$ cat config.mk
export PLATFORM = sky130hd
export DESIGN_NAME = euclid_gcd_step_count_flat
export DESIGN_NICKNAME = d
export VERILOG_FILES = /design/src/hdl/egsc_pkg.sv /design/src/hdl/egsc_req_if.sv /design/src/hdl/egsc_rsp_if.sv /design/src/hdl/egsc_rem_unit.sv /design/src/hdl/euclid_gcd_step_count.sv /design/src/flat_wrapper.sv
export SDC_FILE = /design/constraint.sdc
export NUM_CORES = 1
export LEC_CHECK = 0
export BUFFER_PORTS_ARGS = -buffer_cell sky130_fd_sc_hd__buf_2
export CORE_MARGIN = 2
export CORE_UTILIZATION = 40
export DETAILED_ROUTE_END_ITERATION = 16
export PLACE_DENSITY = 0.7
export SLEW_MARGIN = 20
export SYNTH_ARGS = -nofsm -noshare
export SYNTH_HDL_FRONTEND = slang
export SYNTH_SLANG_ARGS = --single-unit
$ cat constraint.sdc
create_clock -name clock -period 5.95 [get_ports clock]
set_clock_uncertainty 0.1 [all_clocks]
set_input_delay 0.595 -clock clock [delete_from_list [all_inputs] [get_ports clock]]
set_output_delay 0.595 -clock clock [all_outputs]
set_load 0.02 [all_outputs]
$ cat src/hdl/egsc_pkg.sv
// Shared widths, variant codes and the divider request type for the GCD step counter.
// No dependencies; every other file of the block refers to it by scoped names.
package egsc_pkg;

   localparam int OPERAND_WIDTH = 32;
   localparam int COUNT_WIDTH   = $clog2(OPERAND_WIDTH);
   localparam int STEP_WIDTH    = 6;
   localparam int VARIANT_WIDTH = 2;

   localparam logic [STEP_WIDTH-1:0] STEP_MAX = {STEP_WIDTH{1'b1}};

   localparam logic [VARIANT_WIDTH-1:0] VAR_SWAP     = 2'd0;
   localparam logic [VARIANT_WIDTH-1:0] VAR_PLAIN    = 2'd1;
   localparam logic [VARIANT_WIDTH-1:0] VAR_ROTATE   = 2'd2;
   localparam logic [VARIANT_WIDTH-1:0] VAR_RESERVED = 2'd3;
   localparam logic [VARIANT_WIDTH-1:0] VARIANT_RESET = VAR_PLAIN;

   typedef struct packed {
      logic                     start;
      logic [OPERAND_WIDTH-1:0] dividend;
      logic [OPERAND_WIDTH-1:0] divisor;
   } div_req_type;

endpackage

$ cat src/hdl/egsc_req_if.sv
// Request channel: one beat carries the two operands.
// Depends on egsc_pkg for the operand width.
interface egsc_req_if;
   logic                               valid;
   logic                               ready;
   logic [egsc_pkg::OPERAND_WIDTH-1:0] first_operand;
   logic [egsc_pkg::OPERAND_WIDTH-1:0] second_operand;

   modport source (output valid, output first_operand, output second_operand, input ready);
   modport sink   (input valid, input first_operand, input second_operand, output ready);
endinterface

$ cat src/hdl/egsc_rsp_if.sv
// Response channel: one beat carries the divisor, the pass count and the error flag.
// Depends on egsc_pkg for the field widths.
interface egsc_rsp_if;
   logic                               valid;
   logic                               ready;
   logic [egsc_pkg::OPERAND_WIDTH-1:0] gcd_value;
   logic [egsc_pkg::STEP_WIDTH-1:0]    step_count;
   logic                               operand_error;

   modport source (output valid, output gcd_value, output step_count, output operand_error,
                   input ready);
   modport sink   (input valid, input gcd_value, input step_count, input operand_error,
                   output ready);
endinterface

$ cat src/hdl/egsc_rem_unit.sv
// Shared radix-2 restoring remainder unit: one quotient bit per cycle.
// Depends on egsc_pkg for the operand width and the request type.
module egsc_rem_unit (
   input  logic                               clock,
   input  logic                               reset,
   input  egsc_pkg::div_req_type              req,
   output logic                               done,
   output logic [egsc_pkg::OPERAND_WIDTH-1:0] remainder
);

   localparam int W = egsc_pkg::OPERAND_WIDTH;

   logic                               busy_ff, busy_in;
   logic                               done_ff, done_in;
   logic [egsc_pkg::COUNT_WIDTH-1:0]   cnt_ff, cnt_in;
   logic [W-1:0]                       rem_ff, rem_in;
   logic [W-1:0]                       dvd_ff, dvd_in;
   logic [W-1:0]                       dsr_ff, dsr_in;
   logic [W:0]                         partial;
   logic [W:0]                         diff;

   assign partial = {rem_ff, dvd_ff[W-1]};
   assign diff    = partial - {1'b0, dsr_ff};

   always_comb begin
      busy_in = busy_ff;
      done_in = 1'b0;
      cnt_in  = cnt_ff;
      rem_in  = rem_ff;
      dvd_in  = dvd_ff;
      dsr_in  = dsr_ff;
      if (req.start) begin
         busy_in = 1'b1;
         cnt_in  = egsc_pkg::COUNT_WIDTH'(W - 1);
         rem_in  = '0;
         dvd_in  = req.dividend;
         dsr_in  = req.divisor;
      end else if (busy_ff) begin
         // restore when the trial subtraction borrows
         rem_in = diff[W] ? partial[W-1:0] : diff[W-1:0];
         dvd_in = {dvd_ff[W-2:0], 1'b0};
         cnt_in = cnt_ff - 1'b1;
         if (cnt_ff == '0) begin
            busy_in = 1'b0;
            done_in = 1'b1;
         end
      end
   end

   always_ff @(posedge clock) begin
      if (reset) begin
         busy_ff <= 1'b0;
         done_ff <= 1'b0;
      end else begin
         busy_ff <= busy_in;
         done_ff <= done_in;
      end
      cnt_ff <= cnt_in;
      rem_ff <= rem_in;
      dvd_ff <= dvd_in;
      dsr_ff <= dsr_in;
   end

   assign done      = done_ff;
   assign remainder = rem_ff;

endmodule

$ cat src/hdl/euclid_gcd_step_count.sv
// Top level of the GCD step counter: sequencer, variant register and response register.
// Depends on egsc_pkg, egsc_req_if, egsc_rsp_if and egsc_rem_unit.
//
// Takes one pair of operands at a time and returns their greatest common divisor with the
// number of loop passes that the selected variant counts. Every remainder runs on one shared
// restoring divider, one after another, down to a zero remainder (at most about 47 remainders
// for 32-bit operands); a zero operand or the reserved variant skips the divider and returns
// zero. The request side is ready only while no item is under work; a finished result waits
// in the response register, and the next request is taken meanwhile. Write the variant only
// while the block is idle.
module euclid_gcd_step_count (
   input  logic                                   clock,
   input  logic                                   reset,
   egsc_req_if.sink                               req,
   egsc_rsp_if.source                             rsp,
   input  logic                                   csr_write_enable,
   input  logic [egsc_pkg::VARIANT_WIDTH-1:0]     csr_write_data
);

   localparam int W = egsc_pkg::OPERAND_WIDTH;

   localparam logic [1:0] ST_IDLE   = 2'd0;
   localparam logic [1:0] ST_DIVIDE = 2'd1;
   localparam logic [1:0] ST_FINISH = 2'd2;

   logic [1:0]                             state_ff, state_in;
   logic [egsc_pkg::VARIANT_WIDTH-1:0]     variant_ff, variant_in;
   logic [W-1:0]                           b_ff, b_in;
   logic [egsc_pkg::STEP_WIDTH-1:0]        steps_ff, steps_in;
   logic                                   err_ff, err_in;
   logic [1:0]                             phase_ff, phase_in;
   logic                                   rsp_valid_ff, rsp_valid_in;
   logic [W-1:0]                           gcd_out_ff, gcd_out_in;
   logic [egsc_pkg::STEP_WIDTH-1:0]        steps_out_ff, steps_out_in;
   logic                                   err_out_ff, err_out_in;

   egsc_pkg::div_req_type                  div_req;
   logic                                   div_done;
   logic [W-1:0]                           div_rem;
   logic                                   req_beat;
   logic                                   zero_op;
   logic                                   counts;
   logic                                   rsp_free;

   egsc_rem_unit u_rem (
      .clock     (clock),
      .reset     (reset),
      .req       (div_req),
      .done      (div_done),
      .remainder (div_rem)
   );

   assign req.ready = (state_ff == ST_IDLE);
   assign req_beat  = req.valid && req.ready;
   assign zero_op   = (req.first_operand == '0) || (req.second_operand == '0);
   assign rsp_free  = !rsp_valid_ff || rsp.ready;

   // pass counted on every remainder, or on the second and then every third one when rotating
   assign counts = (variant_ff != egsc_pkg::VAR_ROTATE) || (phase_ff == 2'd2);

   always_comb begin
      variant_in       = csr_write_enable ? csr_write_data : variant_ff;
      state_in         = state_ff;
      b_in             = b_ff;
      steps_in         = steps_ff;
      err_in           = err_ff;
      phase_in         = phase_ff;
      div_req.start    = 1'b0;
      div_req.dividend = req.first_operand;
      div_req.divisor  = req.second_operand;
      rsp_valid_in     = rsp_valid_ff && !rsp.ready;
      gcd_out_in       = gcd_out_ff;
      steps_out_in     = steps_out_ff;
      err_out_in       = err_out_ff;

      case (state_ff)
         ST_IDLE: begin
            if (req_beat) begin
               steps_in = '0;
               phase_in = 2'd1;
               err_in   = zero_op;
               if (zero_op || variant_ff == egsc_pkg::VAR_RESERVED) begin
                  b_in     = '0;
                  state_in = ST_FINISH;
               end else begin
                  b_in          = req.second_operand;
                  div_req.start = 1'b1;
                  state_in      = ST_DIVIDE;
               end
            end
         end
         ST_DIVIDE: begin
            if (div_done) begin
               if (counts && steps_ff != egsc_pkg::STEP_MAX) begin
                  steps_in = steps_ff + 1'b1;
               end
               phase_in = (phase_ff == 2'd2) ? 2'd0 : phase_ff + 2'd1;
               if (div_rem == '0) begin
                  state_in = ST_FINISH;
               end else begin
                  // advance: divisor becomes dividend, remainder becomes divisor
                  div_req.start    = 1'b1;
                  div_req.dividend = b_ff;
                  div_req.divisor  = div_rem;
                  b_in             = div_rem;
               end
            end
         end
         ST_FINISH: begin
            if (rsp_free) begin
               rsp_valid_in = 1'b1;
               gcd_out_in   = b_ff;
               steps_out_in = steps_ff;
               err_out_in   = err_ff;
               state_in     = ST_IDLE;
            end
         end
         default: begin
            state_in = ST_IDLE;
         end
      endcase
   end

   always_ff @(posedge clock) begin
      if (reset) begin
         state_ff     <= ST_IDLE;
         variant_ff   <= egsc_pkg::VARIANT_RESET;
         rsp_valid_ff <= 1'b0;
      end else begin
         state_ff     <= state_in;
         variant_ff   <= variant_in;
         rsp_valid_ff <= rsp_valid_in;
      end
      b_ff         <= b_in;
      steps_ff     <= steps_in;
      err_ff       <= err_in;
      phase_ff     <= phase_in;
      gcd_out_ff   <= gcd_out_in;
      steps_out_ff <= steps_out_in;
      err_out_ff   <= err_out_in;
   end

   assign rsp.valid         = rsp_valid_ff;
   assign rsp.gcd_value     = gcd_out_ff;
   assign rsp.step_count    = steps_out_ff;
   assign rsp.operand_error = err_out_ff;

   a_busy_after_beat: assert property (@(posedge clock) disable iff (reset)
      req_beat |=> !req.ready)
      else $error("request taken while an item is under work");

   a_done_in_divide: assert property (@(posedge clock) disable iff (reset)
      div_done |-> state_ff == ST_DIVIDE)
      else $error("remainder finished outside the divide state");

   a_error_clean: assert property (@(posedge clock) disable iff (reset)
      rsp.valid && rsp.operand_error |-> rsp.gcd_value == '0 && rsp.step_count == '0)
      else $error("error beat carries a divisor or a pass count");

   a_finish_loads: assert property (@(posedge clock) disable iff (reset)
      state_ff == ST_FINISH && rsp_free |=> rsp_valid_ff && state_ff == ST_IDLE)
      else $error("finished result not moved to the response register");

endmodule
$ cat src/flat_wrapper.sv
// flat-port wrapper written by rule: the top's interface ports become plain ports
module euclid_gcd_step_count_flat 
  (clock, reset, csr_write_enable, csr_write_data, req_valid, req_first_operand, req_second_operand, req_ready, rsp_valid, rsp_gcd_value, rsp_step_count, rsp_operand_error, rsp_ready);
  egsc_req_if req_i ();
  egsc_rsp_if rsp_i ();
  input  logic clock;
  input  logic reset;
  input  logic csr_write_enable;
  input  logic [egsc_pkg::VARIANT_WIDTH-1:0] csr_write_data;
  input wire logic [$bits(req_i.valid)-1:0] req_valid;
  input wire logic [$bits(req_i.first_operand)-1:0] req_first_operand;
  input wire logic [$bits(req_i.second_operand)-1:0] req_second_operand;
  output wire logic [$bits(req_i.ready)-1:0] req_ready;
  output wire logic [$bits(rsp_i.valid)-1:0] rsp_valid;
  output wire logic [$bits(rsp_i.gcd_value)-1:0] rsp_gcd_value;
  output wire logic [$bits(rsp_i.step_count)-1:0] rsp_step_count;
  output wire logic [$bits(rsp_i.operand_error)-1:0] rsp_operand_error;
  input wire logic [$bits(rsp_i.ready)-1:0] rsp_ready;
  assign req_i.valid = req_valid;
  assign req_i.first_operand = req_first_operand;
  assign req_i.second_operand = req_second_operand;
  assign req_ready = req_i.ready;
  assign rsp_valid = rsp_i.valid;
  assign rsp_gcd_value = rsp_i.gcd_value;
  assign rsp_step_count = rsp_i.step_count;
  assign rsp_operand_error = rsp_i.operand_error;
  assign rsp_i.ready = rsp_ready;
  euclid_gcd_step_count u_core (.clock(clock), .reset(reset), .req(req_i), .rsp(rsp_i), .csr_write_enable(csr_write_enable), .csr_write_data(csr_write_data));
endmodule
==> results of run 1 <==
==> layout by cell type, fill, tap and decap left out, drive strengths merged, types with 4 or more instances in the layout <==
master  netlist  final
clkbuf       37     18
a31oi         5      5
a211oi        5      5
nor3         12     12
inv          49     58
dfxtp        44     44
and3          4      4
o21a          6      6
ha           36     36
or3           5      5
nor4         25     25
o21ai        74     74
a21o         11     11
edfxtp      144    144
nor2         62     62
nor2b         5      5
xor2          9      9
o22ai         7      7
nand3         7      7
nand4        16     16
nand2b       11     11
mux2i        58     58
nand2       102    102
xnor2        27     27
a21oi        89     89
buf          18    122
mux2         32     32
==> power by group <==
part	switching (mW)	internal, mW	total [mW]
Clock	0.556	0.604	1.16
Sequential	0.177	1.65	1.83
Combinational	0.845	0.606	1.45
Total	1.58	2.86	4.44
==> sequential cells by signal (all words and copies together) (netlist names), 2 cells and up <==
register and flops:
u_core.rsp.step_count 6, u_core.rsp.gcd_value 32, u_core.state_ff 2, u_core.b_ff 32, u_core.steps_ff 6, u_core.u_rem.cnt_ff 5
u_core.u_rem.remainder 32, u_core.phase_ff 2, u_core.u_rem.dvd_ff 32, u_core.variant_ff 2, u_core.u_rem.dsr_ff 32
==> metrics by stage <==
step | worst slack (ps) | cell area [µm²] | instances | power, mW | hold slack (ps)
final | 2010 | 11400 | 1370 | 4.44 | 266
after detailed placement | 2050 | 10800 | 1336 | 3.28 | 309
after floorplan | 2870 | 9960 | 946 | 2.92 | 300
after global placement | 2140 | 10800 | 1336 | 3.25 | 306
after CTS | 2030 | 11400 | 1368 | 4.43 | 258
after global routing | 1830 | 11400 | 1369 | 4.68 | 254
==> worst min-delay path by stage <==
stage,start,cells after the start,end,slack (ps)
floorplan,u_core.err_ff,0,u_core.rsp.operand_error,300
global placement,u_core.err_ff,0,u_core.rsp.operand_error,310
detailed placement,u_core.err_ff,0,u_core.rsp.operand_error,310
CTS,csr_write_data[0],2,u_core.variant_ff[0],260
global route,csr_write_data[0],2,u_core.variant_ff[0],250
finish,csr_write_data[0],2,u_core.variant_ff[0],270
==> routing by layer <==
layer / GRT usage (%) / wire, µm
met1: 25.8 / 11200
met2: 30.1 / 11200
met3: 3.29 / 1470
met4: 6.56 / 593
met5: 0 / 0
==> area by class of cell <==
type,instances,area share (%)
Sequential cell,188,45.7
Multi-Input combinational cell,654,38.2
Timing Repair Buffer,122,5.71
Clock buffer,18,3.76
Tap cell,324,3.56
Inverter,49,1.61
Clock inverter,14,1.48
Antenna cell,1,0.0219
==> worst max-delay path, delay by kind of cell (launching register included) <==
kind            cells  cell delay [ps]
flops               1              340
xor+xnor            1              750
compound gates      6             1280
mux                 1              220
buf+inv             3              500
fa+ha+maj           2              620
==> kinds of logic (layout without fill, tap and decap cells) <==
| family | Yosys count | in the layout | synth area share (%) |
|---|---|---|---|
| simple gates | 266 | 266 | 12.7 |
| mux | 90 | 90 | 9.45 |
| fa+ha+maj | 37 | 37 | 4.72 |
| buf+inv | 104 | 203 | 4.25 |
| compound gates | 225 | 225 | 13.3 |
| flops | 188 | 188 | 52.3 |
| other cells | 0 | 1 | 0 |
| xor+xnor | 36 | 36 | 3.35 |
==> out/qor_table.md, run 1 <==
| Item | Value | Unit |
|:---|:---|:---|
| Distinct cell type count after synthesis | 63 | - |
| First element of the critical path | u_core.u_rem.dvd_ff[31] | - |
| Setup repair after global routing missed its margin | false | - |
| Clock tree from TritonCTS | done | - |
| Worst reg2reg endpoint | u_core.u_rem.remainder[15] | - |
| Insertion delay of the later-clocked pin in the worst-skew pair | 440 | ps |
| Most numerous cell in the Yosys netlist | sky130_fd_sc_hd__edfxtp_1 | - |
| Fraction of layout cells with a size suffix above 1 | 18.9 | % |
| Effective utilization at floorplan | 40.8 | % |
| Routed WL | 24500 | µm |
| Horizontal extent of the die | 162 | µm |
| Final-layout setup total negative slack | 0 | ps |
| Relative slew slack | 21.2 | % |
| Post-synth ARST share | 0 | % |
| Count of max-cap constraint violations | 0 | - |
| Post-DP HPWL | 17200 | µm |
| Number of top-level design ports | 112 | - |
| Via count of the first global-routing pass | 7213 | - |
| Die Outline Area | 26200 | µm² |
| Number of inserted filler cells in the final layout | 2282 | - |
| Initial antenna violation count | 1 | - |
| Slew Limit Fails | 0 | - |
| Final net count | 1140 | - |
| Syn Inst Count | 946 | - |
| Count of port buffers added during placement | 111 | - |
| Clock root cell | sky130_fd_sc_hd__clkbuf_16 | - |
| Number of setup violations in the final report | 0 | - |
| Largest net degree at the start of global routing | 73 | - |
| Number of search-and-repair iterations in the first detailed-routing pass | 6 | - |
| Crit start category | flip-flop | - |
| First-pass GRT wire length | 38800 | µm |
| Synth Warn # | 0 | - |
| Portion of the post-synthesis area used by sequential elements | 52.3 | % |
| Worst vdd ir | 234 | µV |
| Clock transition at the registers of the reported paths | 80 | ps |
| Number of synthesized flops with an enable pin | 144 | - |
| FF/Latch Area | 5210 | µm² |
| Power density over the cells | 389 | nW/µm² |
| Cell types occupying the most area after synthesis | sky130_fd_sc_hd__edfxtp_1, sky130_fd_sc_hd__dfxtp_1, sky130_fd_sc_hd__mux2i_1, sky130_fd_sc_hd__ha_1, sky130_fd_sc_hd__a21oi_1 | - |
| Most frequently used flop master after synthesis | sky130_fd_sc_hd__edfxtp_1 | - |
| Sinks on the clock net | 188 | - |
| Post-DR vias/cell | 5.55 | - |
| Leakage power figure | 4.60 | nW |
| Most frequent cell on the critical path | sky130_fd_sc_hd__inv_1 | - |
| Top-area cell type share of the netlist area | 43.4 | % |
| Cells along the critical path | inv_1 > ha_1 > fa_1 > inv_1 > a21o_1 > a221oi_2 > o31ai_4 > a21oi_2 > o31a_2 > xnor2_4 > buf_4 > mux2i_1 > a21oi_1 | - |
| # resized after CTS | 0 | - |
| CP endpoint kind | flip-flop | - |
| Count of cells along the worst register-to-register path | 13 | - |
| Maximum clock insertion buffer count | 2 | - |
| Worst-margin pin slew | 1180 | ps |
| Post-route minimum period | 3940 | ps |
| Layout overhead on the synthesized area | 14.5 | % |
| Mapped Nets | 1054 | - |
| Slowest CP cell | sky130_fd_sc_hd__xnor2_4 | - |
| Placer Congestion | 0.921 | - |
| Initial DRC Count | 733 | - |
| Standard-cell rows | 57 | - |
| Worst reg2reg setup slack | 2010 | ps |
| Category of the critical setup timing path | reg -> reg | - |
| Post-Synthesis Mean Instance Area | 10.5 | µm² |
| Footprint of the multi-input gates | 4360 | µm² |
| Final hold violation count | 0 | - |
| Count of unresolved DRC violations after routing | 0 | - |
| Wire length per cell after detailed routing | 17.9 | µm |
| Post-synthesis sequential element count | 188 | - |
| Classification of the worst-slack hold path | in -> reg | - |
| Vias | 7597 | - |
| Startpoint of the worst-slack reg-to-reg timing path | u_core.u_rem.dvd_ff[31] | - |
| Largest fanout on the critical path | 23 | - |
| Highest achievable clock rate | 254 | MHz |
| Sum of overflow across all layers after global routing | 0 | - |
| Crit share post-route | 66.3 | % |
| Outcome | finished clean | - |
| Required @ worst endpoint | 6140 | ps |
| Total Routing Usage GR | 18.8 | % |
| Placeable core area | 24400 | µm² |
| Clock buffer count from CTS | 17 | - |
| Post-CTS Hold Buffers | 0 | - |
| Die height | 162 | µm |
| Antenna-violating nets left | 0 | - |
| Biggest cell delay along the critical path | 750 | ps |
| H-tree Lvls | 4 | - |
| Worst setup endpoint | u_core.u_rem.remainder[15] | - |
| Arrival time at the worst endpoint | 4130 | ps |
| Biggest area consumer among synthesized cells | sky130_fd_sc_hd__edfxtp_1 | - |
| Utilization of the core after routing | 46.7 | % |
| Synth top cells by count | sky130_fd_sc_hd__edfxtp_1, sky130_fd_sc_hd__nand2_1, sky130_fd_sc_hd__a21oi_1 | - |
| Netlist Area Pre-Place | 9960 | µm² |
| Number of buffers inserted to repair setup after CTS | 0 | - |
Note: power is estimated with default switching activity, not from simulation.
==> inputs of run 2 (changes only) <==
--- a/config.mk
+++ b/config.mk
@@ -9,7 +9,7 @@
 export CORE_MARGIN = 2
 export CORE_UTILIZATION = 40
 export DETAILED_ROUTE_END_ITERATION = 16
-export PLACE_DENSITY = 0.7
+export PLACE_DENSITY = 0.72
 export SLEW_MARGIN = 20
 export SYNTH_ARGS = -nofsm -noshare
 export SYNTH_HDL_FRONTEND = slang
==> constraint.sdc (replaced) <==
create_clock -name clock -period 3.56 [get_ports clock]
set_clock_uncertainty 0.1 [all_clocks]
set_input_delay 0.356 -clock clock [delete_from_list [all_inputs] [get_ports clock]]
set_output_delay 0.356 -clock clock [all_outputs]
set_load 0.02 [all_outputs]
==> run 2 against run 1 <==
  * Power is 67% higher
  * Largest power group unchanged
  * Largest cell class unchanged
  * Design area is 0.58% higher
  * Via count is 0.96% higher
==> out/qor_table.md, run 2 (synthesis results as in run 1) <==
| Item | Value | Unit | vs previous |
|:---|:---|:---|:---|
| Post-CTS Hold Buffers | 0 | - | unchanged |
| # resized after CTS | 0 | - | unchanged |
| Category of the critical setup timing path | reg -> reg | - |  |
| Count of port buffers added during placement | 111 | - | unchanged |
| Post-DR vias/cell | 5.56 | - | +0.23% |
| Leading cell type in the layout, fill and taps excluded | sky130_fd_sc_hd__edfxtp_1 | - |  |
| Outcome | finished clean | - |  |
| Clock root cell | sky130_fd_sc_hd__clkbuf_16 | - |  |
| Effective utilization at floorplan | 40.8 | % | unchanged |
| Clock buffer count from CTS | 17 | - | unchanged |
| Maximum clock insertion buffer count | 2 | - | unchanged |
| Horizontal extent of the die | 162 | µm | unchanged |
| Classification of the worst-slack hold path | in -> reg | - |  |
| Insertion delay of the later-clocked pin in the worst-skew pair | 440 | ps | about the same |
| Wire length per cell after detailed routing | 17.7 | µm | -1.1% |
| Comb pwr share | 33.8 | % | +1.1 points |
| Count of max-cap constraint violations | 0 | - | unchanged |
| Kind of cell adding the most delay to the critical path | compound AO/OA/AOI/OAI gates | - |  |
| Cells along the critical path | inv_1 > ha_1 > fa_1 > inv_1 > a21o_1 > a221oi_2 > o31ai_4 > a21oi_2 > o31a_2 > xnor2_4 > buf_4 > mux2_2 > o21ai_0 | - |  |
| Portion of total power attributed to the clock network | 25.1 | % | -1.0 points |
| Slew Limit Fails | 0 | - | unchanged |
| Clock tree from TritonCTS | done | - |  |
| Worst hold path stage count | 2 | - | unchanged |
| Post-route minimum period | 3310 | ps | -632 ps |
| Final hold violation count | 0 | - | unchanged |
| Utilization of the core after routing | 47.0 | % | +0.27 points |
| Layout overhead on the synthesized area | 15.2 | % |  |
| Die height | 162 | µm | unchanged |
| Clock transition at the registers of the reported paths | 80 | ps | about the same |
| Highest achievable clock rate | 302 | MHz | +19% |
| Via count of the first global-routing pass | 7065 | - | -2.1% |
| Highest-count cells in the layout ignoring fill and taps | sky130_fd_sc_hd__edfxtp_1, sky130_fd_sc_hd__buf_2, sky130_fd_sc_hd__nand2_1 | - |  |
| Cell-internal power | 4.75 | mW | +66% |
| Footprint of the multi-input gates | 4360 | µm² | unchanged |
| Number of inserted filler cells in the final layout | 2252 | - | -1.3% |
| Initial DRC Count | 672 | - | -8.3% |
| H-tree Lvls | 4 | - | unchanged |
| Worst Hold Path EP | u_core.variant_ff[0] | - |  |
| Number of setup violations in the final report | 0 | - | unchanged |
| First-pass GRT wire length | 38000 | µm | -2.2% |
| Most frequent cell on the critical path | sky130_fd_sc_hd__inv_1 | - |  |
| Largest fanout on the critical path | 11 | - | -52% |
| Placeable core area | 24400 | µm² | unchanged |
| Placer Congestion | 0.931 | - | +1.1% |
| Largest net degree at the start of global routing | 81 | - | +11% |
| Standard-cell rows | 57 | - | unchanged |
| Count of unresolved DRC violations after routing | 0 | - | unchanged |
| Post-DP HPWL | 17600 | µm | +2.1% |
| Sum of overflow across all layers after global routing | 0 | - | unchanged |
| Routed WL | 24400 | µm | -0.39% |
| Die Outline Area | 26200 | µm² | unchanged |
| Required @ worst endpoint | 3820 | ps | -2320 ps |
| Net switching power | 2.64 | mW | +67% |
| Number of top-level design ports | 112 | - | unchanged |
| Vias | 7670 | - | +0.96% |
| Total Routing Usage GR | 18.5 | % | -0.35 points |
| Relative slew slack | 29.1 | % | +7.9 points |
| Arrival time at the worst endpoint | 3580 | ps | -550 ps |
| Leakage power figure | 4.65 | nW | +1.1% |
| Crit start category | flip-flop | - |  |
| FF/Latch Area | 5210 | µm² | unchanged |
| Crit share post-route | 93.0 | % | +27 points |
| Fraction of layout cells with a size suffix above 1 | 19.7 | % | +0.77 points |
| Worst reg2reg setup slack | 250 | ps | -1760 ps |
| Final-layout setup total negative slack | 0 | ps | unchanged |
| Number of search-and-repair iterations in the first detailed-routing pass | 5 | - | -1 |
| Power density over the cells | 644 | nW/µm² | +66% |
| Biggest cell delay along the critical path | 420 | ps | -330 ps |
| Setup repair after global routing missed its margin | false | - |  |
| Count of cells along the worst register-to-register path | 13 | - | unchanged |
| Worst-margin pin slew | 1060 | ps | -117 ps |
| Worst path bufs/invs | 3 | - | unchanged |
| Slowest CP cell | sky130_fd_sc_hd__o31a_2 | - |  |
| Final net count | 1150 | - | +0.88% |
| Startpoint of the worst-slack reg-to-reg timing path | u_core.u_rem.dvd_ff[31] | - |  |
| HP Start | csr_write_data[0] | - |  |
| Antenna-violating nets left | 0 | - | unchanged |
| Initial antenna violation count | 2 | - | +1 |
| Sinks on the clock net | 188 | - | unchanged |
| Worst reg2reg endpoint | u_core.u_rem.remainder[0] | - |  |
| Part of the power in registers | 41.1 | % | about the same |
| Net switching share of the total power | 35.7 | % | +0.10 points |
| CP endpoint kind | flip-flop | - |  |
| Worst vdd ir | 473 | µV | +100% |
| Number of buffers inserted to repair setup after CTS | 0 | - | unchanged |
[run 2: changes by cell type in the layout (fill, tap and decap cells not counted), sizes merged]
cell    previous run  this run
clkinv             2         3
buf              122       132
bufinv             1         0
[run 2: metal layers]
metal	track usage, %	vias to the layer above	routed length [µm]
li1	-	3666	-
met4	6.84	4	685
met5	0	-	23
met1	24.4	3657	10800
met3	3.68	42	1600
met2	30.1	301	11400
[run 2: final cells by class]
class / instances / area share, %
flip-flops and latches: 188 / 45.4
clock buffers: 18 / 3.74
diodes: 1 / 0.0218
inverters: 49 / 1.60
well taps: 324 / 3.53
clock inverters: 14 / 1.29
repair buffers: 132 / 6.44
multi-input cells: 654 / 38.0
[run 2: through the flow]
stage,setup WS [ps],hold slack [ps],total power [mW],std cells,instance area (µm²)
finish,248,20.0,7.39,1380,11500
global route,38.8,10.2,7.79,1379,11500
global placement,352,303,5.47,1347,10900
CTS,263,12.5,7.39,1379,11500
floorplan,506,300,4.89,946,9960
detailed placement,281,327,5.53,1347,10900
[run 2: worst max path at each step]
stage / start / slack [ps] / depth (start not counted) / end
3_3_place_gp: u_core.u_rem.dvd_ff[31] / 350 / 13 / u_core.u_rem.remainder[0]
5_1_grt: u_core.u_rem.dvd_ff[31] / 40 / 13 / u_core.u_rem.remainder[0]
4_1_cts: u_core.u_rem.dvd_ff[31] / 260 / 13 / u_core.u_rem.remainder[0]
3_5_place_dp: u_core.u_rem.dvd_ff[31] / 280 / 13 / u_core.u_rem.remainder[0]
2_1_floorplan: u_core.state_ff[1] / 510 / 5 / u_core.b_ff[0]
6_report: u_core.u_rem.dvd_ff[31] / 250 / 13 / u_core.u_rem.remainder[0]
[run 2: power groups by stage]
| stage | Combinational (mW) | Clock, mW | Sequential, mW |
|---|---|---|---|
| after floorplan | 1.88 | 0 | 3.00 |
| after global placement | 2.40 | 0 | 3.06 |
| after detailed placement | 2.45 | 0 | 3.08 |
| after CTS | 2.47 | 1.89 | 3.03 |
| after global routing | 2.74 | 1.97 | 3.07 |
| final | 2.50 | 1.86 | 3.04 |
